`config.mk`:
```
export PLATFORM = sky130hd
export DESIGN_NAME = seconds_to_calendar_date
export DESIGN_NICKNAME = d
export VERILOG_FILES = /design/src/design/s2cd_pkg.sv /design/src/design/s2cd_month.sv /design/src/design/seconds_to_calendar_date.sv
export SDC_FILE = /design/constraint.sdc
export NUM_CORES = 1
export LEC_CHECK = 0
export BUFFER_PORTS_ARGS = -buffer_cell sky130_fd_sc_hd__buf_2
export CAP_MARGIN = 20
export CORE_AREA = 5 5 196 217
export DETAILED_ROUTE_END_ITERATION = 7
export DIE_AREA = 0 0 201 222
export PLACE_DENSITY_LB_ADDON = 0.2
export RECOVER_POWER = 50
export REMOVE_ABC_BUFFERS = 1
export SLEW_MARGIN = 0
export SYNTH_ARGS = -nofsm -noshare
export SYNTH_HDL_FRONTEND = slang
export SYNTH_SLANG_ARGS = --single-unit
```
`constraint.sdc`:
```
create_clock -name clk -period 15.5 [get_ports clk]
set_clock_uncertainty 0.2 [all_clocks]
set_input_delay 1.55 -clock clk [delete_from_list [all_inputs] [get_ports clk]]
set_output_delay 1.55 -clock clk [all_outputs]
set_load 0.005 [all_outputs]
```
`src/design/s2cd_pkg.sv`:
```
// ----------------------------------------------------------------------------
// s2cd_pkg
// Shared constants and helpers for the seconds to calendar date converter.
// ----------------------------------------------------------------------------
package s2cd_pkg;

  typedef logic [8:0] doy_t;

  // seconds split: 86400 = 128 * 675
  localparam int unsigned SEC_LO_BITS = 7;
  localparam logic [9:0]  DAY_DIV     = 10'd675;
  localparam logic [15:0] DAY_MUL     = 16'd49710;   // floor(2^25 / 675)
  localparam int unsigned DAY_SHIFT   = 25;

  // four-year blocks of 1461 days
  localparam logic [10:0] BLOCK_DAYS  = 11'd1461;
  localparam logic [9:0]  BLOCK_MUL   = 10'd717;     // floor(2^20 / 1461)
  localparam int unsigned BLOCK_SHIFT = 20;

  // hours: 3600 = 16 * 225
  localparam logic [7:0]  HOUR_DIV    = 8'd225;
  localparam logic [5:0]  HOUR_MUL    = 6'd36;       // floor(2^13 / 225)

  // minutes: 60 = 4 * 15
  localparam logic [3:0]  MIN_DIV     = 4'd15;
  localparam logic [6:0]  MIN_MUL     = 7'd68;       // floor(2^10 / 15)

  localparam logic [10:0] DAYS_LEAP_YEAR = 11'd366;
  localparam logic [10:0] DAYS_TWO_YEARS = 11'd731;
  localparam logic [10:0] DAYS_THREE_YEARS = 11'd1096;
  localparam logic [11:0] BASE_YEAR   = 12'd2000;

  localparam doy_t MONTH_START_COMMON [12] = '{
    9'd0, 9'd31, 9'd59, 9'd90, 9'd120, 9'd151,
    9'd181, 9'd212, 9'd243, 9'd273, 9'd304, 9'd334
  };

  // first day index of a month within its year
  function automatic doy_t month_start(input logic leap, input logic [3:0] idx);
    doy_t base;
    base = MONTH_START_COMMON[idx];
    if (leap && (idx >= 4'd2)) begin
      return base + 9'd1;
    end
    return base;
  endfunction

endpackage

```
`src/design/s2cd_month.sv`:
```
// ----------------------------------------------------------------------------
// s2cd_month
// Day of year to month and day of month, by parallel compares against the
// month start table.
// ----------------------------------------------------------------------------
module s2cd_month (
  input  logic [8:0] doy,
  input  logic       leap,
  output logic [3:0] month,
  output logic [4:0] day_of_month
);

  logic [3:0] cnt;
  logic [8:0] start;
  logic [8:0] offs;

  always_comb begin
    cnt = 4'd0;
    for (int k = 1; k < 12; k++) begin
      if (doy >= s2cd_pkg::month_start(leap, 4'(k))) begin
        cnt = cnt + 4'd1;
      end
    end
    start        = s2cd_pkg::month_start(leap, cnt);
    offs         = doy - start;
    month        = cnt + 4'd1;
    day_of_month = offs[4:0] + 5'd1;
  end

endmodule

```
`src/design/seconds_to_calendar_date.sv`:
```
// ----------------------------------------------------------------------------
// seconds_to_calendar_date
// Six register stages from input accept to output valid.
// Throughput: one word per cycle; each stage holds while its successor is
// full and stalled, so bubbles are squeezed out and nothing is dropped.
// Rate is set by the reciprocal multiply and correct steps, one per stage.
// Reset: synchronous active-low rst_n clears all stage valid bits.
// ----------------------------------------------------------------------------
module seconds_to_calendar_date (
  input  logic        clk,
  input  logic        rst_n,
  input  logic        in_valid,
  output logic        in_ready,
  input  logic [31:0] in_elapsed_seconds,
  output logic        out_valid,
  input  logic        out_ready,
  output logic [11:0] out_year,
  output logic [3:0]  out_month,
  output logic [4:0]  out_day_of_month,
  output logic [4:0]  out_hour,
  output logic [5:0]  out_minute,
  output logic [5:0]  out_sec_of_minute
);

  logic v1_r, v2_r, v3_r, v4_r, v5_r, v6_r;
  logic en1, en2, en3, en4, en5, en6;

  assign en6      = !v6_r || out_ready;
  assign en5      = !v5_r || en6;
  assign en4      = !v4_r || en5;
  assign en3      = !v3_r || en4;
  assign en2      = !v2_r || en3;
  assign en1      = !v1_r || en2;
  assign in_ready = en1;
  assign out_valid = v6_r;

  always_ff @(posedge clk) begin
    if (!rst_n) begin
      v1_r <= 1'b0;
      v2_r <= 1'b0;
      v3_r <= 1'b0;
      v4_r <= 1'b0;
      v5_r <= 1'b0;
      v6_r <= 1'b0;
    end else begin
      if (en1) v1_r <= in_valid;
      if (en2) v2_r <= v1_r;
      if (en3) v3_r <= v2_r;
      if (en4) v4_r <= v3_r;
      if (en5) v5_r <= v4_r;
      if (en6) v6_r <= v5_r;
    end
  end

  // stage 1: estimate days = (secs >> 7) / 675
  logic [24:0] x1_r;
  logic [6:0]  lo1_r;
  logic [40:0] p1_r;

  always_ff @(posedge clk) begin
    if (en1) begin
      x1_r  <= in_elapsed_seconds[31:s2cd_pkg::SEC_LO_BITS];
      lo1_r <= in_elapsed_seconds[s2cd_pkg::SEC_LO_BITS-1:0];
      p1_r  <= {16'd0, in_elapsed_seconds[31:s2cd_pkg::SEC_LO_BITS]}
               * {25'd0, s2cd_pkg::DAY_MUL};
    end
  end

  // stage 2: correct the day estimate, form time of day
  logic [15:0] qd;
  logic [25:0] r26;
  logic [10:0] rd;
  logic [15:0] days2_nxt;
  logic [9:0]  remd;
  logic [15:0] days2_r;
  logic [16:0] tod2_r;

  always_comb begin
    qd  = p1_r[40:s2cd_pkg::DAY_SHIFT];
    r26 = {1'b0, x1_r} - ({10'd0, qd} * {16'd0, s2cd_pkg::DAY_DIV});
    rd  = r26[10:0];
    if (rd >= {1'b0, s2cd_pkg::DAY_DIV}) begin
      days2_nxt = qd + 16'd1;
      rd        = rd - {1'b0, s2cd_pkg::DAY_DIV};
    end else begin
      days2_nxt = qd;
    end
    remd = rd[9:0];
  end

  always_ff @(posedge clk) begin
    if (en2) begin
      days2_r <= days2_nxt;
      tod2_r  <= {remd, lo1_r};
    end
  end

  // stage 3: estimates for block and hour
  logic [15:0] days3_r;
  logic [16:0] tod3_r;
  logic [25:0] p2_r;
  logic [18:0] ph_r;

  always_ff @(posedge clk) begin
    if (en3) begin
      days3_r <= days2_r;
      tod3_r  <= tod2_r;
      p2_r    <= {10'd0, days2_r} * {16'd0, s2cd_pkg::BLOCK_MUL};
      ph_r    <= {6'd0, tod2_r[16:4]} * {13'd0, s2cd_pkg::HOUR_MUL};
    end
  end

  // stage 4: correct block and hour
  logic [5:0]  blk_e;
  logic [16:0] r17;
  logic [5:0]  blk4_nxt;
  logic [10:0] d4_nxt;
  logic [4:0]  hour_e;
  logic [13:0] rh14;
  logic [4:0]  hour4_nxt;
  logic [7:0]  rh8;
  logic [5:0]  blk4_r;
  logic [10:0] d4_r;
  logic [4:0]  hour4_r;
  logic [11:0] remh4_r;

  always_comb begin
    blk_e = p2_r[25:s2cd_pkg::BLOCK_SHIFT];
    r17   = {1'b0, days3_r} - ({11'd0, blk_e} * {6'd0, s2cd_pkg::BLOCK_DAYS});
    if (r17 >= {6'd0, s2cd_pkg::BLOCK_DAYS}) begin
      blk4_nxt = blk_e + 6'd1;
      r17      = r17 - {6'd0, s2cd_pkg::BLOCK_DAYS};
    end else begin
      blk4_nxt = blk_e;
    end
    d4_nxt = r17[10:0];

    hour_e = ph_r[17:13];
    rh14   = {1'b0, tod3_r[16:4]} - ({9'd0, hour_e} * {6'd0, s2cd_pkg::HOUR_DIV});
    if (rh14 >= {6'd0, s2cd_pkg::HOUR_DIV}) begin
      hour4_nxt = hour_e + 5'd1;
      rh14      = rh14 - {6'd0, s2cd_pkg::HOUR_DIV};
    end else begin
      hour4_nxt = hour_e;
    end
    rh8 = rh14[7:0];
  end

  always_ff @(posedge clk) begin
    if (en4) begin
      blk4_r  <= blk4_nxt;
      d4_r    <= d4_nxt;
      hour4_r <= hour4_nxt;
      remh4_r <= {rh8, tod3_r[3:0]};
    end
  end

  // stage 5: year within block, minute estimate
  logic [1:0]  yib5_nxt;
  logic [10:0] doy_full;
  logic        leap5_nxt;
  logic [5:0]  blk5_r;
  logic [1:0]  yib5_r;
  s2cd_pkg::doy_t doy5_r;
  logic        leap5_r;
  logic [4:0]  hour5_r;
  logic [11:0] remh5_r;
  logic [16:0] pm5_r;

  always_comb begin
    leap5_nxt = 1'b0;
    priority if (d4_r < s2cd_pkg::DAYS_LEAP_YEAR) begin
      yib5_nxt  = 2'd0;
      doy_full  = d4_r;
      leap5_nxt = 1'b1;
    end else if (d4_r < s2cd_pkg::DAYS_TWO_YEARS) begin
      yib5_nxt = 2'd1;
      doy_full = d4_r - s2cd_pkg::DAYS_LEAP_YEAR;
    end else if (d4_r < s2cd_pkg::DAYS_THREE_YEARS) begin
      yib5_nxt = 2'd2;
      doy_full = d4_r - s2cd_pkg::DAYS_TWO_YEARS;
    end else begin
      yib5_nxt = 2'd3;
      doy_full = d4_r - s2cd_pkg::DAYS_THREE_YEARS;
    end
  end

  always_ff @(posedge clk) begin
    if (en5) begin
      blk5_r  <= blk4_r;
      yib5_r  <= yib5_nxt;
      doy5_r  <= doy_full[8:0];
      leap5_r <= leap5_nxt;
      hour5_r <= hour4_r;
      remh5_r <= remh4_r;
      pm5_r   <= {7'd0, remh4_r[11:2]} * {10'd0, s2cd_pkg::MIN_MUL};
    end
  end

  // stage 6: correct minute, month lookup, year, output word
  logic [5:0]  min_e;
  logic [9:0]  rm10;
  logic [5:0]  min6_nxt;
  logic [3:0]  month6_nxt;
  logic [4:0]  day6_nxt;
  logic [11:0] year6_nxt;

  s2cd_month u_month (
    .doy          (doy5_r),
    .leap         (leap5_r),
    .month        (month6_nxt),
    .day_of_month (day6_nxt)
  );

  always_comb begin
    min_e = pm5_r[15:10];
    rm10  = remh5_r[11:2] - ({4'd0, min_e} * {6'd0, s2cd_pkg::MIN_DIV});
    if (rm10 >= {6'd0, s2cd_pkg::MIN_DIV}) begin
      min6_nxt = min_e + 6'd1;
      rm10     = rm10 - {6'd0, s2cd_pkg::MIN_DIV};
    end else begin
      min6_nxt = min_e;
    end
    year6_nxt = s2cd_pkg::BASE_YEAR + {4'd0, blk5_r, 2'b00} + {10'd0, yib5_r};
  end

  always_ff @(posedge clk) begin
    if (en6) begin
      out_year          <= year6_nxt;
      out_month         <= month6_nxt;
      out_day_of_month  <= day6_nxt;
      out_hour          <= hour5_r;
      out_minute        <= min6_nxt;
      out_sec_of_minute <= {rm10[3:0], remh5_r[1:0]};
    end
  end

  // checks
  a_reset_clears: assert property (@(posedge clk) !rst_n |=> !out_valid)
    else $error("output valid after reset");

  a_month_range: assert property (@(posedge clk) disable iff (!rst_n)
    out_valid |-> (out_month >= 4'd1) && (out_month <= 4'd12))
    else $error("month out of range");

  a_time_range: assert property (@(posedge clk) disable iff (!rst_n)
    out_valid |-> (out_hour <= 5'd23) && (out_minute <= 6'd59)
                  && (out_sec_of_minute <= 6'd59) && (out_day_of_month != 5'd0))
    else $error("time of day out of range");

  a_february: assert property (@(posedge clk) disable iff (!rst_n)
    out_valid && (out_month == 4'd2) |-> (out_day_of_month <= 5'd29))
    else $error("february day out of range");

endmodule
```
==> results of run 1 <==
[cell usage after synthesis, types with 6 or more instances]
library cell	instances	area, µm²
sky130_fd_sc_hd__nor2_1	118	443
sky130_fd_sc_hd__xor2_1	54	473
sky130_fd_sc_hd__inv_1	497	1870
sky130_fd_sc_hd__o21a_1	22	165
sky130_fd_sc_hd__and2_1	13	81.3
sky130_fd_sc_hd__o211ai_1	6	45.0
sky130_fd_sc_hd__mux2i_1	10	100
sky130_fd_sc_hd__xnor2_1	106	928
sky130_fd_sc_hd__ha_1	483	6040
sky130_fd_sc_hd__nor2b_1	23	144
sky130_fd_sc_hd__clkbuf_1	9	33.8
sky130_fd_sc_hd__nand2b_1	13	81.3
sky130_fd_sc_hd__a21boi_0	7	52.6
sky130_fd_sc_hd__mux2_2	6	67.6
sky130_fd_sc_hd__nand2_1	70	263
sky130_fd_sc_hd__o21ai_0	49	245
sky130_fd_sc_hd__or2_2	10	62.6
sky130_fd_sc_hd__dfxtp_1	6	120
sky130_fd_sc_hd__a211oi_1	8	60.1
sky130_fd_sc_hd__nand3_1	20	100
sky130_fd_sc_hd__fa_1	209	4180
sky130_fd_sc_hd__a31oi_1	11	68.8
sky130_fd_sc_hd__nand4_1	9	56.3
sky130_fd_sc_hd__edfxtp_1	223	6700
sky130_fd_sc_hd__a21oi_1	75	375
sky130_fd_sc_hd__a21o_1	35	263
sky130_fd_sc_hd__and3_1	14	87.6
sky130_fd_sc_hd__o21bai_1	9	67.6
sky130_fd_sc_hd__a211o_1	6	52.6
sky130_fd_sc_hd__nor3_1	28	140
[cells by family (layout without fill, tap and decap cells)]
logic type / Yosys count / in the layout / share of synthesized area [%]
flops: 229 / 229 / 27.8
simple gates: 350 / 350 / 7.08
mux: 18 / 18 / 0.786
xor+xnor: 165 / 165 / 6.15
buf+inv: 517 / 625 / 8.06
fa+ha+maj: 692 / 692 / 41.7
compound gates: 296 / 296 / 8.42
[registers in the layout (all words and copies together), names as in the netlist, 6 cells and up]
signal             flops
days2_r               16
doy5_r                 9
x1_r                  11
p2_r                   6
pm5_r                  6
remh4_r               12
p1_r                  16
out_year              11
lo1_r                  7
out_minute             6
blk4_r                 6
d4_r                  11
tod3_r                17
tod2_r                17
remh5_r               12
days3_r               16
out_sec_of_minute      6
blk5_r                 6
[per-layer routing]
metal  global-route usage (%)  share of wire, %
met1                     25.2                42
met2                     38.0                52
met3                     1.77               3.1
met4                     6.04               2.9
met5                        0                 0
[placed cells by master, fill, tap and decap left out, types with 5 or more instances in the layout]
cell,instances
sky130_fd_sc_hd__nand2_1,70
sky130_fd_sc_hd__a31oi_1,11
sky130_fd_sc_hd__inv_1,497
sky130_fd_sc_hd__nor3_1,28
sky130_fd_sc_hd__a21o_1,35
sky130_fd_sc_hd__dfxtp_1,6
sky130_fd_sc_hd__o211ai_1,6
sky130_fd_sc_hd__or2_2,10
sky130_fd_sc_hd__nand2b_1,13
sky130_fd_sc_hd__clkinv_1,6
sky130_fd_sc_hd__a21oi_1,75
sky130_fd_sc_hd__ha_1,483
sky130_fd_sc_hd__edfxtp_1,223
sky130_fd_sc_hd__mux2_2,6
sky130_fd_sc_hd__a211oi_1,7
sky130_fd_sc_hd__xnor2_1,106
sky130_fd_sc_hd__clkbuf_1,39
sky130_fd_sc_hd__clkbuf_16,25
sky130_fd_sc_hd__o21bai_1,9
sky130_fd_sc_hd__mux2i_1,10
sky130_fd_sc_hd__and2_1,11
sky130_fd_sc_hd__a211o_1,6
sky130_fd_sc_hd__nor3b_1,5
sky130_fd_sc_hd__nor2b_1,23
sky130_fd_sc_hd__xor2_1,54
sky130_fd_sc_hd__buf_2,42
sky130_fd_sc_hd__buf_4,6
sky130_fd_sc_hd__o31a_1,5
sky130_fd_sc_hd__nand4_1,9
sky130_fd_sc_hd__o21a_1,22
sky130_fd_sc_hd__o22ai_1,5
sky130_fd_sc_hd__a21boi_0,7
sky130_fd_sc_hd__nor2_1,118
sky130_fd_sc_hd__nand3_1,19
sky130_fd_sc_hd__fa_1,209
sky130_fd_sc_hd__and3_1,14
sky130_fd_sc_hd__o21ai_0,49
[area by class of cell]
| type | count | share of cell area (%) |
|---|---|---|
| inverter | 498 | 7.11 |
| sequential | 229 | 25.9 |
| timing repair buffer | 84 | 1.49 |
| clock buffer | 28 | 2.42 |
| multi-input combinational | 1521 | 59.9 |
| tap | 513 | 2.44 |
| clock inverter | 15 | 0.643 |
[worst paths after layout]
check / cells past startpoint / end / slack [ns]
worst max register to register: 51 / out_day_of_month[4] / 2.82
worst min-delay path: 0 / hour5_r[3] / 0.22
worst max-delay path: 51 / out_day_of_month[4] / 2.82
worst min register to register: 0 / hour5_r[3] / 0.22
[metrics by stage]
stage | utilization [%] | cells
6_report | 65.7 | 2888
5_1_grt | 65.7 | 2888
4_1_cts | 65.9 | 2888
3_5_place_dp | 63.8 | 2845
3_3_place_gp | 63.8 | 2845
2_1_floorplan | - | 2248
==> results_tabular.tex, run 1 <==
\begin{tabular}{lr}
\hline
Metric & Value \\
\hline
\multicolumn{2}{l}{\textbf{Worst setup path}} \\
\quad Cell family contributing the most delay on the critical path & adder cells \\
\quad Total buffers and inverters traversed by the critical path & 3 \\
\quad CP max FO & 10 \\
\quad Type of the setup path with the least slack & flop to flop \\
\quad Sort of element at the start of the critical path & flop \\
\quad Beginning of the critical path & leap5\_r \\
\quad Data required time of the worst path & 15.59 ns \\
\quad Highest cell delay on the worst timing path & 0.52 ns \\
\quad Max stage delay cell, worst path & sky130\_fd\_sc\_hd\_\_edfxtp\_1 \\
\quad Worst endpoint data arrival time & 12.77 ns \\
\quad Crit-path most repeated cell & sky130\_fd\_sc\_hd\_\_ha\_1 \\
\quad Worst setup EP type & flop \\
\quad Reg-to-Reg Start & leap5\_r \\
\multicolumn{2}{l}{\textbf{STA}} \\
\quad Setup repair after global routing missed its margin & no \\
\quad Max-slew violation count & 149 \\
\quad Slew margin rel. & -41.5\% \\
\quad Final worst-path setup slack & 2.82 ns \\
\quad Shortest period the worst path allows & 12.68 ns \\
\quad Final setup violation count & 0 \\
\quad Final hold vios & 0 \\
\quad Worst-Margin Slew & 2.12 ns \\
\quad Highest Clock Rate & 78.8 MHz \\
\quad Post-route setup TNS & 0 ns \\
\quad Share of the clock period used by the worst path & 81.8\% \\
\quad Worst hold slack & 0.215 ns \\
\multicolumn{2}{l}{\textbf{Global routing}} \\
\quad Vias in the first global route & 16800 \\
\quad Antenna violations before repair & 0 \\
\quad Wire length of the first global-routing pass & 77300 µm \\
\quad Overall track demand over capacity in global routing & 20.4\% \\
\quad Pin count of the biggest net entering global routing & 45 \\
\quad Total grt overflow & 0 \\
\multicolumn{2}{l}{\textbf{Clock network}} \\
\quad Num Clock Sinks & 229 \\
\quad Clock edge transition at the registers on the reported setup and hold paths & 0.06 ns \\
\quad Maximum clock insertion buffer count & 3 \\
\quad Clock root buffer & sky130\_fd\_sc\_hd\_\_clkbuf\_16 \\
\quad Post-cts resize count & 0 \\
\quad Maximum level of the CTS H-tree & 1 \\
\quad TritonCTS clock tree & done \\
\quad Number of setup buffers added after CTS & 0 \\
\quad Number of buffers inserted during clock tree synthesis & 25 \\
\quad Count of hold-fix buffers inserted at cts & 0 \\
\quad Clock latency on the worst-skew pair & 0.54 ns \\
\multicolumn{2}{l}{\textbf{Routing}} \\
\quad Final wirelength & 44500 µm \\
\quad Number of DRC markers after the initial detailed-route iteration & 576 \\
\quad Final routed wire length divided by cell count & 15.4 µm \\
\quad Total via count in the routed design & 15700 \\
\quad Detail-routed via count per cell & 5.43 \\
\quad Residual DRC count & 0 \\
\quad Length of the first detailed-routing pass in iterations & 5 \\
\quad Antenna viol nets, final & 0 \\
\multicolumn{2}{l}{\textbf{Placement}} \\
\quad Number of input and output port buffers inserted & 75 \\
\quad Post-Place Cell Area & 25500 µm² \\
\quad Dpl hpwl & 36600 µm \\
\quad Final weighted congestion of routability-driven global placement & 0.878 \\
\quad Worst-case setup slack after placement & 2.89 ns \\
\multicolumn{2}{l}{\textbf{Logic synthesis}} \\
\quad Synth cell types & 91 \\
\quad Leading register cell type out of synthesis & sky130\_fd\_sc\_hd\_\_edfxtp\_1 \\
\quad Async S/R FF share, synth & 0\% \\
\quad Yosys warns & 0 \\
\quad Share of synthesized area occupied by flip-flops and latches & 27.8\% \\
\quad Netlist area before placement & 24500 µm² \\
\quad Number of standard cells after synthesis & 2267 \\
\quad Average cell area after synthesis & 10.8 µm² \\
\quad Flops \& latches, synth & 229 \\
\quad Post-synth EDFFs & 223 \\
\multicolumn{2}{l}{\textbf{Finish}} \\
\quad Post-Layout Inst Area & 26300 µm² \\
\quad Area grow syn2layout & 7.15\% \\
\quad Inserted Diodes & 0 \\
\quad Fin nets & 3087 \\
\quad Multi-input gate area in the final layout & 15800 µm² \\
\quad FILL cells & 3048 \\
\quad Share of cells above drive strength 1 & 5.22\% \\
\quad Sequential Area & 6820 µm² \\
\multicolumn{2}{l}{\textbf{Hold path}} \\
\quad Launch point of the worst hold path & hour4\_r[3] \\
\quad Worst hold path class & flop to flop \\
\multicolumn{2}{l}{\textbf{Die}} \\
\quad Number of core rows & 77 \\
\quad Area enclosed by the die boundary & 44600 µm² \\
\quad Top Ports & 76 \\
\quad Area of the core & 40000 µm² \\
\quad Initial cell density of the core & 61.3\% \\
\quad Overall die width & 201 µm \\
\quad Die Y & 222 µm \\
\multicolumn{2}{l}{\textbf{Run status}} \\
\quad Status & finished with violations \\
\quad Failing checks & capacitance limit, slew limit \\
\multicolumn{2}{l}{\textbf{Flow run}} \\
\quad Max-cap violations & 4 \\
\hline
\end{tabular}
Power of run 1 is not shown: default switching activity piles up to over one toggle a cycle in this logic, so the estimate is an artifact.
==> run 2: changes to the inputs <==
ABC_AREA = 1   (was unset)
CORE_AREA = 5 5 198 219   (was 5 5 196 217)
DIE_AREA = 0 0 203 224   (was 0 0 201 222)
clock period = 11.8 ns   (was 15.5 ns; I/O delays follow)
==> results_tabular.tex, run 2 <==
\begin{tabular}{lr}
\hline
Metric & Value \\
\hline
\multicolumn{2}{l}{\textbf{Run status}} \\
\quad Status & finished with violations \\
\quad Failing checks & capacitance limit, slew limit \\
\multicolumn{2}{l}{\textbf{STA}} \\
\quad Highest Clock Rate & 102 MHz \\
\quad Max-slew violation count & 120 \\
\quad Final hold vios & 0 \\
\quad Share of the clock period used by the worst path & 82.8\% \\
\quad Worst hold slack & 0.217 ns \\
\quad Setup repair after global routing missed its margin & no \\
\quad Worst-Margin Slew & 2.27 ns \\
\quad Shortest period the worst path allows & 9.77 ns \\
\quad Final setup violation count & 0 \\
\quad Slew margin rel. & -51.6\% \\
\quad Post-route setup TNS & 0 ns \\
\multicolumn{2}{l}{\textbf{Worst setup path}} \\
\quad CP max FO & 7 \\
\quad Worst endpoint data arrival time & 9.87 ns \\
\quad Highest cell delay on the worst timing path & 0.48 ns \\
\quad Worst Reg-to-Reg Cells & 53 \\
\quad Type of the setup path with the least slack & flop to flop \\
\quad Crit-path most repeated cell & sky130\_fd\_sc\_hd\_\_nand2\_1 \\
\quad Max stage delay cell, worst path & sky130\_fd\_sc\_hd\_\_edfxtp\_1 \\
\quad Sort of element at the start of the critical path & flop \\
\quad Worst setup EP type & flop \\
\quad Data required time of the worst path & 11.89 ns \\
\multicolumn{2}{l}{\textbf{Routing}} \\
\quad Number of DRC markers after the initial detailed-route iteration & 683 \\
\quad Final routed wire length divided by cell count & 14.5 µm \\
\quad Antenna viol nets, final & 0 \\
\quad Total via count in the routed design & 17000 \\
\quad Length of the first detailed-routing pass in iterations & 5 \\
\quad Final wirelength & 46500 µm \\
\quad Detail-routed via count per cell & 5.30 \\
\quad Residual DRC count & 0 \\
\multicolumn{2}{l}{\textbf{Die}} \\
\quad Area of the core & 40900 µm² \\
\quad Top Ports & 76 \\
\quad Number of core rows & 78 \\
\quad Initial cell density of the core & 61.2\% \\
\quad Die Y & 224 µm \\
\quad Overall die width & 203 µm \\
\quad Area enclosed by the die boundary & 45500 µm² \\
\multicolumn{2}{l}{\textbf{Clock network}} \\
\quad Maximum clock insertion buffer count & 3 \\
\quad Num Clock Sinks & 229 \\
\quad Clock root buffer & sky130\_fd\_sc\_hd\_\_clkbuf\_16 \\
\quad TritonCTS clock tree & done \\
\quad Number of buffers inserted during clock tree synthesis & 25 \\
\quad Clock latency on the worst-skew pair & 0.53 ns \\
\quad Count of hold-fix buffers inserted at cts & 0 \\
\quad Post-cts resize count & 0 \\
\quad Maximum level of the CTS H-tree & 1 \\
\quad Clock edge transition at the registers on the reported setup and hold paths & 0.07 ns \\
\quad Number of setup buffers added after CTS & 0 \\
\multicolumn{2}{l}{\textbf{Global routing}} \\
\quad Overall track demand over capacity in global routing & 20.9\% \\
\quad Total grt overflow & 0 \\
\quad Vias in the first global route & 18000 \\
\quad Antenna violations before repair & 5 \\
\quad Wire length of the first global-routing pass & 80100 µm \\
\quad Pin count of the biggest net entering global routing & 47 \\
\multicolumn{2}{l}{\textbf{Finish}} \\
\quad Area grow syn2layout & 7.47\% \\
\quad Top library cells by usage in the layout, fill and taps aside & sky130\_fd\_sc\_hd\_\_inv\_1 (628), sky130\_fd\_sc\_hd\_\_ha\_1 (483), sky130\_fd\_sc\_hd\_\_nand2\_1 (290), sky130\_fd\_sc\_hd\_\_edfxtp\_1 (223), sky130\_fd\_sc\_hd\_\_fa\_1 (209) \\
\quad Fin nets & 3396 \\
\quad Post-Layout Inst Area & 26900 µm² \\
\quad Layout Cells excl Fill & 3206 \\
\quad Biggest regs & tod2\_r (17), tod3\_r (17) \\
\quad FILL cells & 3227 \\
\quad Share of cells above drive strength 1 & 6.07\% \\
\quad Most common library cell in the layout ignoring fill and taps & sky130\_fd\_sc\_hd\_\_inv\_1 \\
\multicolumn{2}{l}{\textbf{Placement}} \\
\quad Final weighted congestion of routability-driven global placement & 0.917 \\
\quad Dpl hpwl & 39500 µm \\
\quad Post-Place Cell Area & 26100 µm² \\
\quad Number of cells after detailed placement & 3161 \\
\quad Number of input and output port buffers inserted & 75 \\
\multicolumn{2}{l}{\textbf{Logic synthesis}} \\
\quad Average cell area after synthesis & 9.75 µm² \\
\quad Netlist area before placement & 25000 µm² \\
\quad Number of standard cells after synthesis & 2567 \\
\quad Share of synthesized area occupied by flip-flops and latches & 27.2\% \\
\quad Top area cells in the synthesized netlist & sky130\_fd\_sc\_hd\_\_edfxtp\_1 (27\%), sky130\_fd\_sc\_hd\_\_ha\_1 (24\%), sky130\_fd\_sc\_hd\_\_fa\_1 (17\%) \\
\quad Post-synth EDFFs & 223 \\
\quad Async S/R FF share, synth & 0\% \\
\quad Fraction of synthesized cell area taken by the top area cell type & 26.8\% \\
\quad Most instantiated cells after synthesis & sky130\_fd\_sc\_hd\_\_inv\_1 (628), sky130\_fd\_sc\_hd\_\_ha\_1 (483), sky130\_fd\_sc\_hd\_\_nand2\_1 (290), sky130\_fd\_sc\_hd\_\_edfxtp\_1 (223), sky130\_fd\_sc\_hd\_\_fa\_1 (209) \\
\quad Yosys warns & 0 \\
\quad Leading register cell type out of synthesis & sky130\_fd\_sc\_hd\_\_edfxtp\_1 \\
\quad Most instantiated library cell after synthesis & sky130\_fd\_sc\_hd\_\_inv\_1 \\
\quad Synth cell types & 57 \\
\quad Flops \& latches, synth & 229 \\
\quad Most area-hungry cell type in the Yosys netlist & sky130\_fd\_sc\_hd\_\_edfxtp\_1 \\
\multicolumn{2}{l}{\textbf{Flow run}} \\
\quad Max-cap violations & 3 \\
\multicolumn{2}{l}{\textbf{Hold path}} \\
\quad Worst hold path class & flop to flop \\
\quad Hold-critical path depth & 0 \\
\hline
\end{tabular}
run 2: cell count changes after synthesis, sizes merged, moves of 17 or more:
cell,previous run,this run
a21o,35,3
nor2b,23,0
o21a,22,5
inv,497,638
xnor2,108,53
nor2,118,93
a21oi,75,131
nand3,20,101
o21ai,50,77
nand2,70,319
nor3,28,11
xor2,55,102
run 2: metrics by stage:
step,utilization [%],worst slack (ns)
floorplan,-,2.94
global placement,63.7,2.46
detailed placement,63.7,2.07
CTS,65.9,2.04
global route,65.7,1.28
finish,65.8,2.03
run 2: cells by family (layout without fill, tap and decap cells):
group / after synthesis / after routing / share of synthesized area (%)
other: 0 / 2 / 0
DFF: 229 / 229 / 27.2
AOI/OAI and AO/OA: 266 / 266 / 6.01
adders and majority gates: 692 / 692 / 40.9
and+or+nand+nor: 574 / 574 / 10.6
muxes: 1 / 1 / 0.0450
xor gates and xnor gates: 155 / 155 / 5.46
buffers and inverters: 650 / 767 / 9.81
run 2: critical path, delay by kind of cell, from the launching register on:
kind | cells | cell delay, ns
adder cells (fa/ha/maj) | 13 | 3.72
flip-flops | 1 | 0.48
AND/OR/NAND/NOR | 28 | 3.50
XOR/XNOR | 1 | 0.13
AO/OA/AOI/OAI | 3 | 0.86
buffers and inverters | 8 | 0.65
run 2: path summary, 6_finish.rpt:
kind	startpoint	end	slack [ns]
min reg2reg	blk4_r[3]	blk5_r[3]	0.22
min	blk4_r[3]	blk5_r[3]	0.22
max reg2reg	leap5_r	out_day_of_month[4]	2.03
max	leap5_r	out_day_of_month[4]	2.03
run 2: cell type report:
class	count	area [µm²]	share of cell area (%)
well taps	520	651	2.42
clock buffers	27	633	2.35
clock inverters	16	244	0.907
inverters	641	2410	8.96
flip-flops and latches	229	6820	25.4
multi-input cells	1688	15700	58.6
repair buffers	83	382	1.42
diodes	2	5.00	0.0186
run 2: metal layers:
| metal | track usage, % | wire, µm | vias up |
|---|---|---|---|
| li1 | - | - | 8485 |
| met1 | 22.7 | 17800 | 8183 |
| met2 | 41.6 | 25800 | 213 |
| met4 | 7.29 | 1620 | 6 |
| met3 | 2.35 | 1300 | 98 |
| met5 | 0 | 28 | - |
Power of run 2 is left out for the same reason.
